`config.mk`:
```
export PLATFORM = sky130hd
export DESIGN_NAME = gmdw_ctrl
export DESIGN_NICKNAME = d
export VERILOG_FILES = /design/src/hw/rtl/gmdw_pkg.sv /design/src/hw/rtl/gmdw_ctrl.sv
export SDC_FILE = /design/constraint.sdc
export NUM_CORES = 1
export LEC_CHECK = 0
export BUFFER_PORTS_ARGS = -buffer_cell sky130_fd_sc_hd__buf_4
export CAP_MARGIN = 25
export CORE_MARGIN = 2
export CORE_UTILIZATION = 51
export CTS_CLUSTER_DIAMETER = 30
export DETAILED_ROUTE_END_ITERATION = 12
export PLACE_DENSITY = 0.91
export REMOVE_ABC_BUFFERS = 1
export SYNTH_ARGS = -nofsm -noshare
export SYNTH_HDL_FRONTEND = slang
export SYNTH_SLANG_ARGS = --single-unit
export TNS_END_PERCENT = 100
```
`constraint.sdc`:
```
create_clock -name clk -period 3.35 [get_ports clk]
set_input_delay 0.1675 -clock clk [delete_from_list [all_inputs] [get_ports clk]]
set_output_delay 0.1675 -clock clk [all_outputs]
set_load 0.01 [all_outputs]
```
`src/hw/rtl/gmdw_pkg.sv`:
```
// shared types and codes for the grid maze walker
// payload beats, register indexes, neighbor codes, controller/datapath link
// no dependencies
package gmdw_pkg;

  // default grid limits
  localparam int ROWS_DEF = 64;
  localparam int COLS_DEF = 64;

  // configuration port
  localparam int CFG_W = 7;
  localparam int IDX_W = 1;
  localparam logic [IDX_W-1:0] REG_GRID_ROWS = 1'd0;
  localparam logic [IDX_W-1:0] REG_GRID_COLS = 1'd1;

  // item operations
  localparam logic OP_STEP    = 1'b0;
  localparam logic OP_RESTART = 1'b1;

  // neighbor codes, in search order
  localparam logic [1:0] NB_LEFT  = 2'd0;
  localparam logic [1:0] NB_RIGHT = 2'd1;
  localparam logic [1:0] NB_UP    = 2'd2;
  localparam logic [1:0] NB_DOWN  = 2'd3;

  // input beat
  typedef struct packed {
    logic        op;
    logic [15:0] random_word;
  } item_t;

  // result beat
  typedef struct packed {
    logic       edge_added;
    logic [5:0] from_col;
    logic [5:0] from_row;
    logic [5:0] to_col;
    logic [5:0] to_row;
    logic       finished;
  } result_t;

  // controller to datapath
  typedef struct packed {
    logic       in_load;
    logic       clr_start;
    logic       clr_step;
    logic       pop;
    logic       cur_load;
    logic [1:0] rd_sel;
    logic       vis_cap;
    logic [1:0] cap_sel;
    logic       pick_load;
    logic       push_cur;
    logic       push_pick;
    logic       res_load;
    logic       res_restart;
    logic       res_empty;
  } dp_cmd_t;

  // datapath to controller
  typedef struct packed {
    logic clr_last;
    logic stack_empty;
    logic any_free;
  } dp_stat_t;

endpackage

```
`src/hw/rtl/gmdw_ctrl.sv`:
```
// controller of the maze walker: sequences clear sweep, pop, neighbor
// reads, pick, pushes and result hand-off
// depends on gmdw_pkg
module gmdw_ctrl
  import gmdw_pkg::*;
(
  input  logic     clk,
  input  logic     rst,
  input  logic     item_valid,
  input  logic     item_op,
  output logic     item_stall,
  output logic     result_valid,
  input  logic     result_stall,
  output dp_cmd_t  cmd,
  input  dp_stat_t stat
);

  typedef enum logic [3:0] {
    S_CLEAR, S_IDLE, S_POP, S_CUR, S_NB, S_NBLAST, S_PICK, S_PUSH1, S_PUSH2, S_FIN
  } state_t;

  state_t     state;
  logic [1:0] nb_k;
  logic       reply;
  logic       kind_restart;
  logic       kind_empty;
  logic       accept;

  assign item_stall = state != S_IDLE;
  assign accept     = state == S_IDLE && item_valid;

  // datapath commands
  always_comb begin
    cmd             = '0;
    cmd.in_load     = accept;
    cmd.clr_start   = accept && item_op == OP_RESTART;
    cmd.clr_step    = state == S_CLEAR;
    cmd.pop         = state == S_POP;
    cmd.cur_load    = state == S_CUR;
    cmd.rd_sel      = nb_k;
    cmd.vis_cap     = (state == S_NB && nb_k != NB_LEFT) || state == S_NBLAST;
    cmd.cap_sel     = nb_k - 2'd1;
    cmd.pick_load   = state == S_PICK;
    cmd.push_cur    = state == S_PUSH1;
    cmd.push_pick   = state == S_PUSH2;
    cmd.res_load    = state == S_FIN && (!result_valid || !result_stall);
    cmd.res_restart = kind_restart;
    cmd.res_empty   = kind_empty;
  end

  // state and registered outputs
  always_ff @(posedge clk) begin
    if (rst) begin
      state        <= S_CLEAR;
      nb_k         <= NB_LEFT;
      reply        <= 1'b0;
      kind_restart <= 1'b0;
      kind_empty   <= 1'b0;
      result_valid <= 1'b0;
    end else begin
      case (state)
        S_CLEAR: begin
          if (stat.clr_last) state <= reply ? S_FIN : S_IDLE;
        end
        S_IDLE: begin
          if (item_valid) begin
            if (item_op == OP_RESTART) begin
              reply        <= 1'b1;
              kind_restart <= 1'b1;
              kind_empty   <= 1'b0;
              state        <= S_CLEAR;
            end else if (stat.stack_empty) begin
              kind_restart <= 1'b0;
              kind_empty   <= 1'b1;
              state        <= S_FIN;
            end else begin
              kind_restart <= 1'b0;
              kind_empty   <= 1'b0;
              state        <= S_POP;
            end
          end
        end
        S_POP: state <= S_CUR;
        S_CUR: begin
          nb_k  <= NB_LEFT;
          state <= S_NB;
        end
        S_NB: begin
          nb_k <= nb_k + 2'd1;
          if (nb_k == NB_DOWN) state <= S_NBLAST;
        end
        S_NBLAST: state <= S_PICK;
        S_PICK: state <= stat.any_free ? S_PUSH1 : S_FIN;
        S_PUSH1: state <= S_PUSH2;
        S_PUSH2: state <= S_FIN;
        S_FIN: begin
          if (cmd.res_load) begin
            reply <= 1'b0;
            state <= S_IDLE;
          end
        end
        default: state <= S_IDLE;
      endcase

      // output beat held until taken
      if (cmd.res_load) begin
        result_valid <= 1'b1;
      end else if (!result_stall) begin
        result_valid <= 1'b0;
      end
    end
  end

endmodule
```
==> results of run 1 <==
placed cells by master (no fill, tap or decap), types with 2 or more instances in the layout:
cell type	synthesis	layout
ha_1	2	2
nor2_1	7	7
buf_4	5	25
dfxtp_1	10	10
clkbuf_4	0	3
mux2i_1	2	2
nor2b_1	3	3
and3_1	2	2
a21oi_1	11	11
o21ai_1	2	2
nand2_1	9	9
nand3_1	2	2
nor4_1	2	2
nand2b_1	3	3
nor3_1	7	7
inv_1	6	6
final timing paths:
check | start | end | slack [ps] | cells after the start
worst max-delay path | state[0]$_SDFFE_PP0P_ | cmd[2] | 1550 | 4
worst min-delay path | rst | state[2]$_SDFFE_PP0P_ | 150 | 2
worst min register to register | reply$_SDFFE_PP0P_ | reply$_SDFFE_PP0P_ | 480 | 2
worst max register to register | state[2]$_SDFFE_PP0P_ | state[1]$_SDFFE_PP0P_ | 1710 | 4
layer usage:
metal / up-vias / share of wire / GRT usage
li1: 368 / - / -
met1: 322 / 0.42 / 0.226
met2: 26 / 0.48 / 0.331
met3: 4 / 0.084 / 0.0870
met4: 0 / 0.014 / 0.0839
met5: - / 0 / 0
cell type report:
class / count / share of cell area
Tap cell: 15 / 0.0209
Clock buffer: 3 / 0.0250
Multi-Input combinational cell: 70 / 0.494
Sequential cell: 10 / 0.223
Timing Repair Buffer: 25 / 0.209
Inverter: 7 / 0.0292
through the flow:
stage	total power, mW	std cells	util	area [µm²]	hold WS, ps
4_1_cts	0.293	130	0.683	900	142
2_1_floorplan	0.179	87	-	671	232
5_1_grt	0.306	130	0.683	900	146
3_5_place_dp	0.210	127	0.666	877	430
6_report	0.289	130	0.683	900	150
3_3_place_gp	0.208	127	0.666	877	423
sequential cells by signal, indices dropped and copies added (netlist names):
| signal | count |
|---|---|
| kind_restart | 1 |
| nb_k | 2 |
| kind_empty | 1 |
| result_valid | 1 |
| state | 4 |
| reply | 1 |
worst max-delay path: stages, from the launching register on:
cell and delay (ps):
dfxtp_1 590, nor3b_2 330, nand2_1 120, a21oi_1 180, buf_4 150
power by group through the flow:
| stage | clock network, mW | logic (mW) | registers, mW |
|---|---|---|---|
| after floorplan | 0 | 0.0417 | 0.138 |
| after global placement | 0 | 0.0686 | 0.139 |
| after detailed placement | 0 | 0.0702 | 0.140 |
| after CTS | 0.0856 | 0.0706 | 0.137 |
| after global routing | 0.0896 | 0.0776 | 0.139 |
| final | 0.0813 | 0.0708 | 0.137 |
cells by family after synthesis:
group                      Yosys count  synth area share
AOI/OAI and AO/OA                   21             0.183
muxes                                3            0.0427
adders and majority gates            2            0.0341
buffers and inverters               16             0.121
DFF                                 10             0.273
and+or+nand+nor                     44             0.346
==> key figures, run 1 <==
Status
  • Status: finished clean

Clock network
  • Sink Count: 10
  • TritonCTS Buffers: 3
  • Root Driver: clkbuf_4
  • CTS tree: done
  • H-Tree Depth: 1
  • Hold buffers post-CTS: 0
  • Setup bufs post-CTS: 0
  • Clk slew on worst S/H paths: 60 ps
  • Max Root-Sink Buffers: 2
  • CTS-repair resized insts: 0
  • Clk_lat worst skew: 270 ps

Power
  • Internal power: 0.202 mW
  • Psw: 0.0870 mW
  • Power density over cell area: between 300 and 400 nW/µm²
  • Sequential cell fraction of total power: 0.474
  • Clock Power Share: 0.281
  • LEAKAGE: 0.401 nW
  • Max VDD drop: 0.238 mV
  • Switching portion of total power: 0.301
  • Comb power frac: 0.245

Final layout
  • Layout area overhead: 22.7%
  • Layout fillers: approximately 130
  • Area of the multi-input gates: 444 µm²
  • Final nets: roughly 130
  • Register area: 200 µm²
  • Diode count: 0
  • Fraction of layout cells with a size suffix above 1: 0.322

STA
  • Final hold violations: 0
  • Final setup TNS: 0 ps
  • Final Worst Setup Slack: 1550 ps
  • Post-Route Skew: between 6 and 7 ps
  • Fin crit period: roughly 1800 ps
  • Worst-Margin Slew: roughly 590 ps
  • Slew Limit Fails: 0
  • Final period utilization: 0.536
  • Relative slew slack: 0.604
  • RSZ-0062 raised after global routing: no
  • Fmax: 557 MHz
  • Final Setup Violations: 0

GRT
  • First-pass GRT wire length: 2750 µm
  • GRT Total Usage: 0.202
  • Vias in the first global route: 633
  • Initial antenna violation count: 0
  • Grt total ovfl: 0
  • Largest net degree at the start of global routing: 19

Synth
  • Number of flops mapped to enable cells by yosys: 0
  • Post-synth cell types: 37
  • Top_reg_cell synth: dfxtp_1
  • Post-synth top area cell: dfxtp_1
  • Synthesized cell area: 733 µm²
  • Syn. warnings: 0
  • Sequential area share after synthesis: 0.273
  • Mean area per synthesized cell: 7.64 µm²
  • FF+latch count, synth: 10
  • Share of flip-flops with an asynchronous set or reset: 0
  • Synth top area cells: dfxtp_1 (27%), a21oi_1 (7.5%), buf_4 (5.1%)
  • Top-count cell post-synth: a21oi_1
  • Synth Instances: 96
  • Yosys top cell area share: 0.273
  • Post-synth top cells: a21oi_1 (11), dfxtp_1 (10), nand2_1 (9)

Detailed routing
  • Drt via density: 5.54
  • Drt first pass iters: 4
  • Drc violations: 0
  • Detail Route Antenna Nets: 0
  • DRT iter0 DRCs: 29
  • Via count: 720
  • Post-DR wirelength/cell: 12.8 µm
  • Drt total wl: 1660 µm

Die
  • Starting Density: 0.557
  • Die Y-Extent: 41.9 µm
  • Row Count: 13
  • Die Area: 1760 µm²
  • # IOs: 26
  • Die Wd: 41.9 µm
  • Area of the core: roughly 1300 µm²

Placement
  • Routability congestion estimate: 0.908
  • I/O Buffers: 25
  • Post-DP HPWL: 1270 µm
  • DP Worst Slack: 1750 ps

Hold path
  • Min-delay worst type: in -> reg

Job
  • Maxcap violations: 0

Setup path
  • Crit end category: output pin
  • Crit Path Max Fanout: 12
  • CP startpoint kind: flip-flop
  • Crit Path Class: reg -> out
  • Critical Path AT: 1630 ps
  • WP data required: ~3200 ps
Power figures use the tool's default switching activity.
==> run 2, diff against run 1 <==
Settings changed: CORE_UTILIZATION 51 to 48, PLACE_DENSITY 0.91 to 0.86.
Clock period 3.35 ns to 1.85 ns, I/O delays scaled along.
==> run 2 against run 1 <==
Compared with the run above: global-route usage is 0.14 points lower; clock-buffer cell count is 1 higher; sequential cell count stayed put; die area is 5.7% higher; core utilization is 5.6 points lower; design area is 2.5% higher; routed wire length is 1.1% lower; critical path depth stayed put; clock power is 140% higher; clock skew is 5.9 ps lower; non-clock buffer count is 1 higher; register-to-register slack worse by 1400 ps; largest cell class unchanged.
==> key figures, run 2 (synthesized netlist as in run 1, its figures left out) <==
Die
  • Starting Density: 0.498 (was 0.557)
  • Die Wd: 43.1 µm (was 41.9 µm)
  • Area of the core: 1470 µm² (was 1320 µm²)
  • Die Area: 1860 µm² (was 1760 µm²)
  • Row Count: 14 (was 13)
  • Die Y-Extent: 43.1 µm (was 41.9 µm)
  • # IOs: 26 (unchanged)

Clock network
  • Clk_lat worst skew: 270 ps (about the same)
  • Max Root-Sink Buffers: 2 (unchanged)
  • TritonCTS Buffers: 3 (unchanged)
  • Setup bufs post-CTS: 0 (unchanged)
  • Hold buffers post-CTS: 0 (unchanged)
  • CTS-repair resized insts: 0 (unchanged)
  • H-Tree Depth: 1 (unchanged)
  • Sink Count: 10 (unchanged)
  • Clk slew on worst S/H paths: 70 ps (was 60 ps)
  • Root Driver: clkbuf_4 (unchanged)
  • CTS tree: done (unchanged)

STA
  • Slew Limit Fails: 0 (unchanged)
  • Relative slew slack: 0.598 (was 0.604)
  • Final hold violations: 0 (unchanged)
  • RSZ-0062 raised after global routing: no (unchanged)
  • Fin crit period: 1690 ps
  • Final Worst Setup Slack: 162 ps (was 1550 ps)
  • Final period utilization: 0.912
  • Final setup TNS: 0 ps (unchanged)
  • Fmax: just under 600 MHz
  • Final Setup Violations: 0 (unchanged)
  • Post-Route Skew: 1.08 ps (was 6.96 ps)
  • Worst-Margin Slew: 602 ps (was 593 ps)

Setup path
  • Crit end category: output pin (unchanged)
  • CP startpoint kind: flip-flop (unchanged)
  • R2R cell count: 4 (unchanged)
  • Crit Path Class: reg -> out (unchanged)
  • Critical Path AT: 1600 ps (was 1630 ps)
  • R2R Path Start: state[0]$_SDFFE_PP0P_ (was state[2]$_SDFFE_PP0P_)
  • CP bufs+invs: 1 (unchanged)
  • CP Capture Point: cmd[2] (unchanged)
  • Crit. Startpoint: state[0]$_SDFFE_PP0P_ (unchanged)
  • CP delay by family, top: flip-flops (unchanged)
  • Levels on crit path: 4 (unchanged)
  • Worst-path cell chain: nor3b_2 > nand2_1 > a21oi_1 > buf_4 (unchanged)
  • Crit Path Max Fanout: 12 (unchanged)
  • WP data required: 1760 ps (was 3180 ps)
  • CP peak stage delay: 590 ps (about the same)
  • Crit Reg-Reg Endpoint: state[3]$_SDFFE_PP0P_ (was state[1]$_SDFFE_PP0P_)
  • Setup slack, reg-to-reg: 270 ps (was 1710 ps)
  • CP max stage cell: dfxtp_1 (unchanged)

Detailed routing
  • Via count: 739 (was 720)
  • Detail Route Antenna Nets: 0 (unchanged)
  • DRT iter0 DRCs: 14 (was 29)
  • Drt first pass iters: 4 (unchanged)
  • Drc violations: 0 (unchanged)
  • Drt total wl: 1640 µm (was 1660 µm)
  • Post-DR wirelength/cell: 12.3 µm (was 12.8 µm)
  • Drt via density: 5.56 (was 5.54)

Final layout
  • Layout area overhead: 25.8% (was 22.7%)
  • Commonest non-fill, non-tap cell in the layout: buf_4 (unchanged)
  • Top Registers: state (4), nb_k (2) (unchanged)
  • Final nets: 128 (was 127)
  • Final Non-Filler Cells: 133 (was 130)
  • Number of flip-flops in the largest register: 4 (unchanged)
  • Fraction of layout cells with a size suffix above 1: 0.333 (was 0.322)
  • Most frequent cells in the layout: buf_4 (26), a21oi_1 (11), dfxtp_1 (10) (was buf_4 (25), a21oi_1 (11), dfxtp_1 (10))
  • Diode count: 0 (unchanged)
  • Reg with most FFs: state (unchanged)

GRT
  • GRT Total Usage: 0.200 (was 0.202)
  • Grt total ovfl: 0 (unchanged)
  • Met1 usage: 0.253 (was 0.226)
  • Busiest grt layer: met2 (unchanged)
  • M3 GR Usage: 0.0383 (was 0.0870)
  • Met2 Use GR: 0.325 (was 0.331)
  • Initial antenna violation count: 0 (unchanged)
  • First-pass GRT wire length: 2840 µm (was 2750 µm)
  • Vias in the first global route: 643 (was 633)
  • Largest net degree at the start of global routing: 19 (unchanged)

Placement
  • I/O Buffers: 25 (unchanged)
  • DP Worst Slack: 294 ps (was 1750 ps)
  • Post-DP HPWL: 1260 µm (was 1270 µm)
  • Routability congestion estimate: 0.820 (was 0.908)
  • Placed Cells: 129 (was 127)

Hold path
  • Min-delay worst type: in -> reg (unchanged)

Job
  • Maxcap violations: 0 (unchanged)

Status
  • Status: finished clean (unchanged)

Power
  • Power density over cell area: 625 nW/µm² (was 321 nW/µm²)
  • LEAKAGE: 0.413 nW (was 0.401 nW)
  • Max VDD drop: 0.445 mV (was 0.238 mV)
==> run 2: cell types whose count changed in the layout (fill, tap and decap cells not counted) <==
cell / previous run / this run
buf_4: 25 / 26
clkbuf_8: 0 / 1
==> run 2: area by class of cell <==
cell class | instances | area, µm²
sequential | 10 | 200
timing repair buffer | 26 | 195
clock buffer | 4 | 36.3
tap | 16 | 20.0
multi-input combinational | 70 | 444
fill | 131 | 549
inverter | 7 | 26.3
==> run 2: through the flow <==
step                 util  power (mW)  hold slack, ps  cell area (µm²)
detailed placement  0.602       0.383             352              886
floorplan               -       0.325             157              671
global placement    0.602       0.379             349              886
CTS                 0.627       0.579            70.2              922
finish              0.627       0.576            69.3              922
global route        0.627       0.607            64.3              922
==> run 2: worst min-delay path by stage <==
stage,startpoint,endpoint,slack (ps),cells past startpoint
floorplan,rst,state[2]$_SDFFE_PP0P_,160,1
global placement,rst,state[2]$_SDFFE_PP0P_,350,2
detailed placement,rst,state[2]$_SDFFE_PP0P_,350,2
CTS,rst,state[2]$_SDFFE_PP0P_,70,2
global route,rst,state[2]$_SDFFE_PP0P_,60,2
finish,rst,state[2]$_SDFFE_PP0P_,70,2
==> run 2: metal layers <==
metal  vias to the layer above  share of wire
li1                        372              -
met2                        18           0.49
met3                         5          0.046
met4                         0          0.023
met1                       344           0.44
met5                         -              0
==> run 2: worst reg2reg max path: cells and delay by family, from the launching register on <==
family / cells / cell delay [ps]
simple gates: 3 / 850
compound gates: 1 / 70
flops: 1 / 590
==> run 2: where the power goes <==
group	internal [mW]	switching (mW)
clock network	0.120	0.0790
registers	0.226	0.0194
logic	0.0670	0.0656
==> run 3, diff against run 2 <==
Settings changed: CORE_UTILIZATION 48 to 51, PLACE_DENSITY 0.86 to 0.91.
Clock period 1.85 ns to 2.1 ns, I/O delays scaled along.
==> run 3 against run 2 <==
Compared with the run above: first-iteration DRC count fell by 64%; clock-buffer cell count did not move; non-clock buffer count fell by 1; design area fell by 0.95%; total power fell by 11%; clock power fell by 9%; routed wire length rose by 13%; cell count fell by 1.5%; worst setup slack improved by 150 ps; combinational power fell by 14%; critical path depth did not move; critical endpoint unchanged; highest routed layer unchanged.
==> key figures, run 3 (synthesized netlist as in run 1, its figures left out) <==
Status
  • Status: finished clean (unchanged)

Detailed routing
  • Drc violations: 0 (unchanged)
  • Drt first pass iters: 4 (unchanged)
  • Post-DR wirelength/cell: 14.1 µm (was 12.3 µm)
  • DRT iter0 DRCs: 5 (was 14)
  • Drt via density: 5.70 (was 5.56)
  • Detail Route Antenna Nets: 0 (unchanged)
  • Drt total wl: 1850 µm (was 1640 µm)
  • Via count: 747 (was 739)

Placement
  • Post-DP HPWL: 1310 µm (was 1260 µm)
  • Routability congestion estimate: 0.901 (was 0.820)
  • I/O Buffers: 25 (unchanged)

Setup path
  • CP peak stage delay: 610 ps (was 590 ps)
  • CP startpoint kind: flip-flop (unchanged)
  • Crit end category: output pin (unchanged)
  • Critical Path AT: 1680 ps (was 1600 ps)
  • Setup slack, reg-to-reg: 460 ps (was 270 ps)
  • CP bufs+invs: 1 (unchanged)
  • R2R cell count: 4 (unchanged)
  • Crit Path Max Fanout: 12 (unchanged)
  • CP max stage cell: dfxtp_1 (unchanged)
  • Crit Reg-Reg Endpoint: state[3]$_SDFFE_PP0P_ (unchanged)
  • WP data required: 2000 ps (was 1760 ps)
  • Crit Path Class: reg -> out (unchanged)
  • CP delay by family, top: flip-flops (unchanged)
  • Worst-path cell chain: nor3b_2 > nand2_1 > a21oi_1 > buf_4 (unchanged)
  • R2R Path Start: state[0]$_SDFFE_PP0P_ (unchanged)

STA
  • Final hold violations: 0 (unchanged)
  • Worst-Margin Slew: 685 ps (was 602 ps)
  • Fin crit period: 1790 ps
  • Relative slew slack: 0.543 (was 0.598)
  • Post-Route Skew: 2.93 ps (was 1.08 ps)
  • RSZ-0062 raised after global routing: no (unchanged)
  • Hold WS: 86.3 ps (was 69.3 ps)
  • Final period utilization: 0.851
  • Final Setup Violations: 0 (unchanged)
  • Final setup TNS: 0 ps (unchanged)
  • Slew Limit Fails: 0 (unchanged)
  • Fmax: ~560 MHz

Clock network
  • Setup bufs post-CTS: 0 (unchanged)
  • CTS-repair resized insts: 0 (unchanged)
  • Sink Count: 10 (unchanged)
  • Clk_lat worst skew: 270 ps (about the same)
  • Hold buffers post-CTS: 0 (unchanged)
  • Max Root-Sink Buffers: 2 (unchanged)
  • Root Driver: clkbuf_4 (unchanged)
  • TritonCTS Buffers: 3 (unchanged)
  • H-Tree Depth: 1 (unchanged)
  • CTS tree: done (unchanged)
  • Clk slew on worst S/H paths: 70 ps (about the same)

Final layout
  • Fraction of layout cells with a size suffix above 1: 0.328 (was 0.333)
  • Top Registers: state (4), nb_k (2) (unchanged)
  • Number of flip-flops in the largest register: 4 (unchanged)
  • Commonest non-fill, non-tap cell in the layout: buf_4 (unchanged)
  • Diode count: 0 (unchanged)
  • Final nets: 127 (was 128)
  • Reg with most FFs: state (unchanged)
  • Most frequent cells in the layout: buf_4 (25), a21oi_1 (11), dfxtp_1 (10) (was buf_4 (26), a21oi_1 (11), dfxtp_1 (10))
  • Layout area overhead: 24.6% (was 25.8%)

Die
  • Row Count: 13 (was 14)
  • Die Y-Extent: 41.9 µm (was 43.1 µm)
  • # IOs: 26 (unchanged)
  • Starting Density: 0.557 (was 0.498)
  • Area of the core: 1320 µm² (was 1470 µm²)
  • Die Area: 1760 µm² (was 1860 µm²)
  • Die Wd: 41.9 µm (was 43.1 µm)

Power
  • Power density over cell area: 565 nW/µm² (was 625 nW/µm²)
  • Max VDD drop: 0.367 mV (was 0.445 mV)
  • LEAKAGE: 0.408 nW (was 0.413 nW)

Hold path
  • Min-delay worst type: in -> reg (unchanged)
  • HP Start: rst (unchanged)
  • Hold EP: state[2]$_SDFFE_PP0P_ (unchanged)
  • Hold depth: 2 (unchanged)

GRT
  • First-pass GRT wire length: 3010 µm (was 2840 µm)
  • Grt total ovfl: 0 (unchanged)
  • Vias in the first global route: 670 (was 643)
  • Initial antenna violation count: 0 (unchanged)
  • GRT Total Usage: 0.224 (was 0.200)
  • Largest net degree at the start of global routing: 19 (unchanged)

Job
  • Maxcap violations: 0 (unchanged)
## run 3: power breakdown
group | switching, mW | internal, mW
clock network | 0.0752 | 0.105
registers | 0.0211 | 0.199
logic | 0.0575 | 0.0577
total | 0.154 | 0.362
## run 3: area by class of cell
class / instances / area (µm²)
tap: 15 / 18.8
timing repair buffer: 25 / 188
sequential: 10 / 200
inverter: 7 / 26.3
clock buffer: 4 / 36.3
fill: 113 / 404
multi-input combinational: 70 / 444
## run 3: worst max-delay path by stage
stage,endpoint,slack (ps),cells past startpoint,from
after floorplan,state[3]$_SDFFE_PP0P_,710,4,state[0]$_SDFFE_PP0P_
after global placement,state[3]$_SDFFE_PP0P_,600,4,state[0]$_SDFFE_PP0P_
after detailed placement,state[3]$_SDFFE_PP0P_,520,4,state[2]$_SDFFE_PP0P_
after CTS,cmd[2],320,4,state[0]$_SDFFE_PP0P_
after global routing,cmd[2],190,4,state[0]$_SDFFE_PP0P_
final,cmd[2],310,4,state[0]$_SDFFE_PP0P_
## run 3: routing by layer
metal | vias to the layer above | GRT usage | routed length [µm]
met5 | - | 0 | 0
met4 | 0 | 0.0774 | 32
li1 | 370 | - | -
met1 | 338 | 0.295 | 781
met3 | 4 | 0.0478 | 153
met2 | 35 | 0.359 | 885
## run 3: per-stage QoR
stage	cells	cell area (µm²)	total power, mW	util	setup slack (ps)
2_1_floorplan	87	671	0.286	-	709
3_3_place_gp	127	877	0.332	0.666	604
3_5_place_dp	127	877	0.337	0.666	517
4_1_cts	131	913	0.517	0.693	322
5_1_grt	131	913	0.543	0.693	194
6_report	131	913	0.516	0.693	313
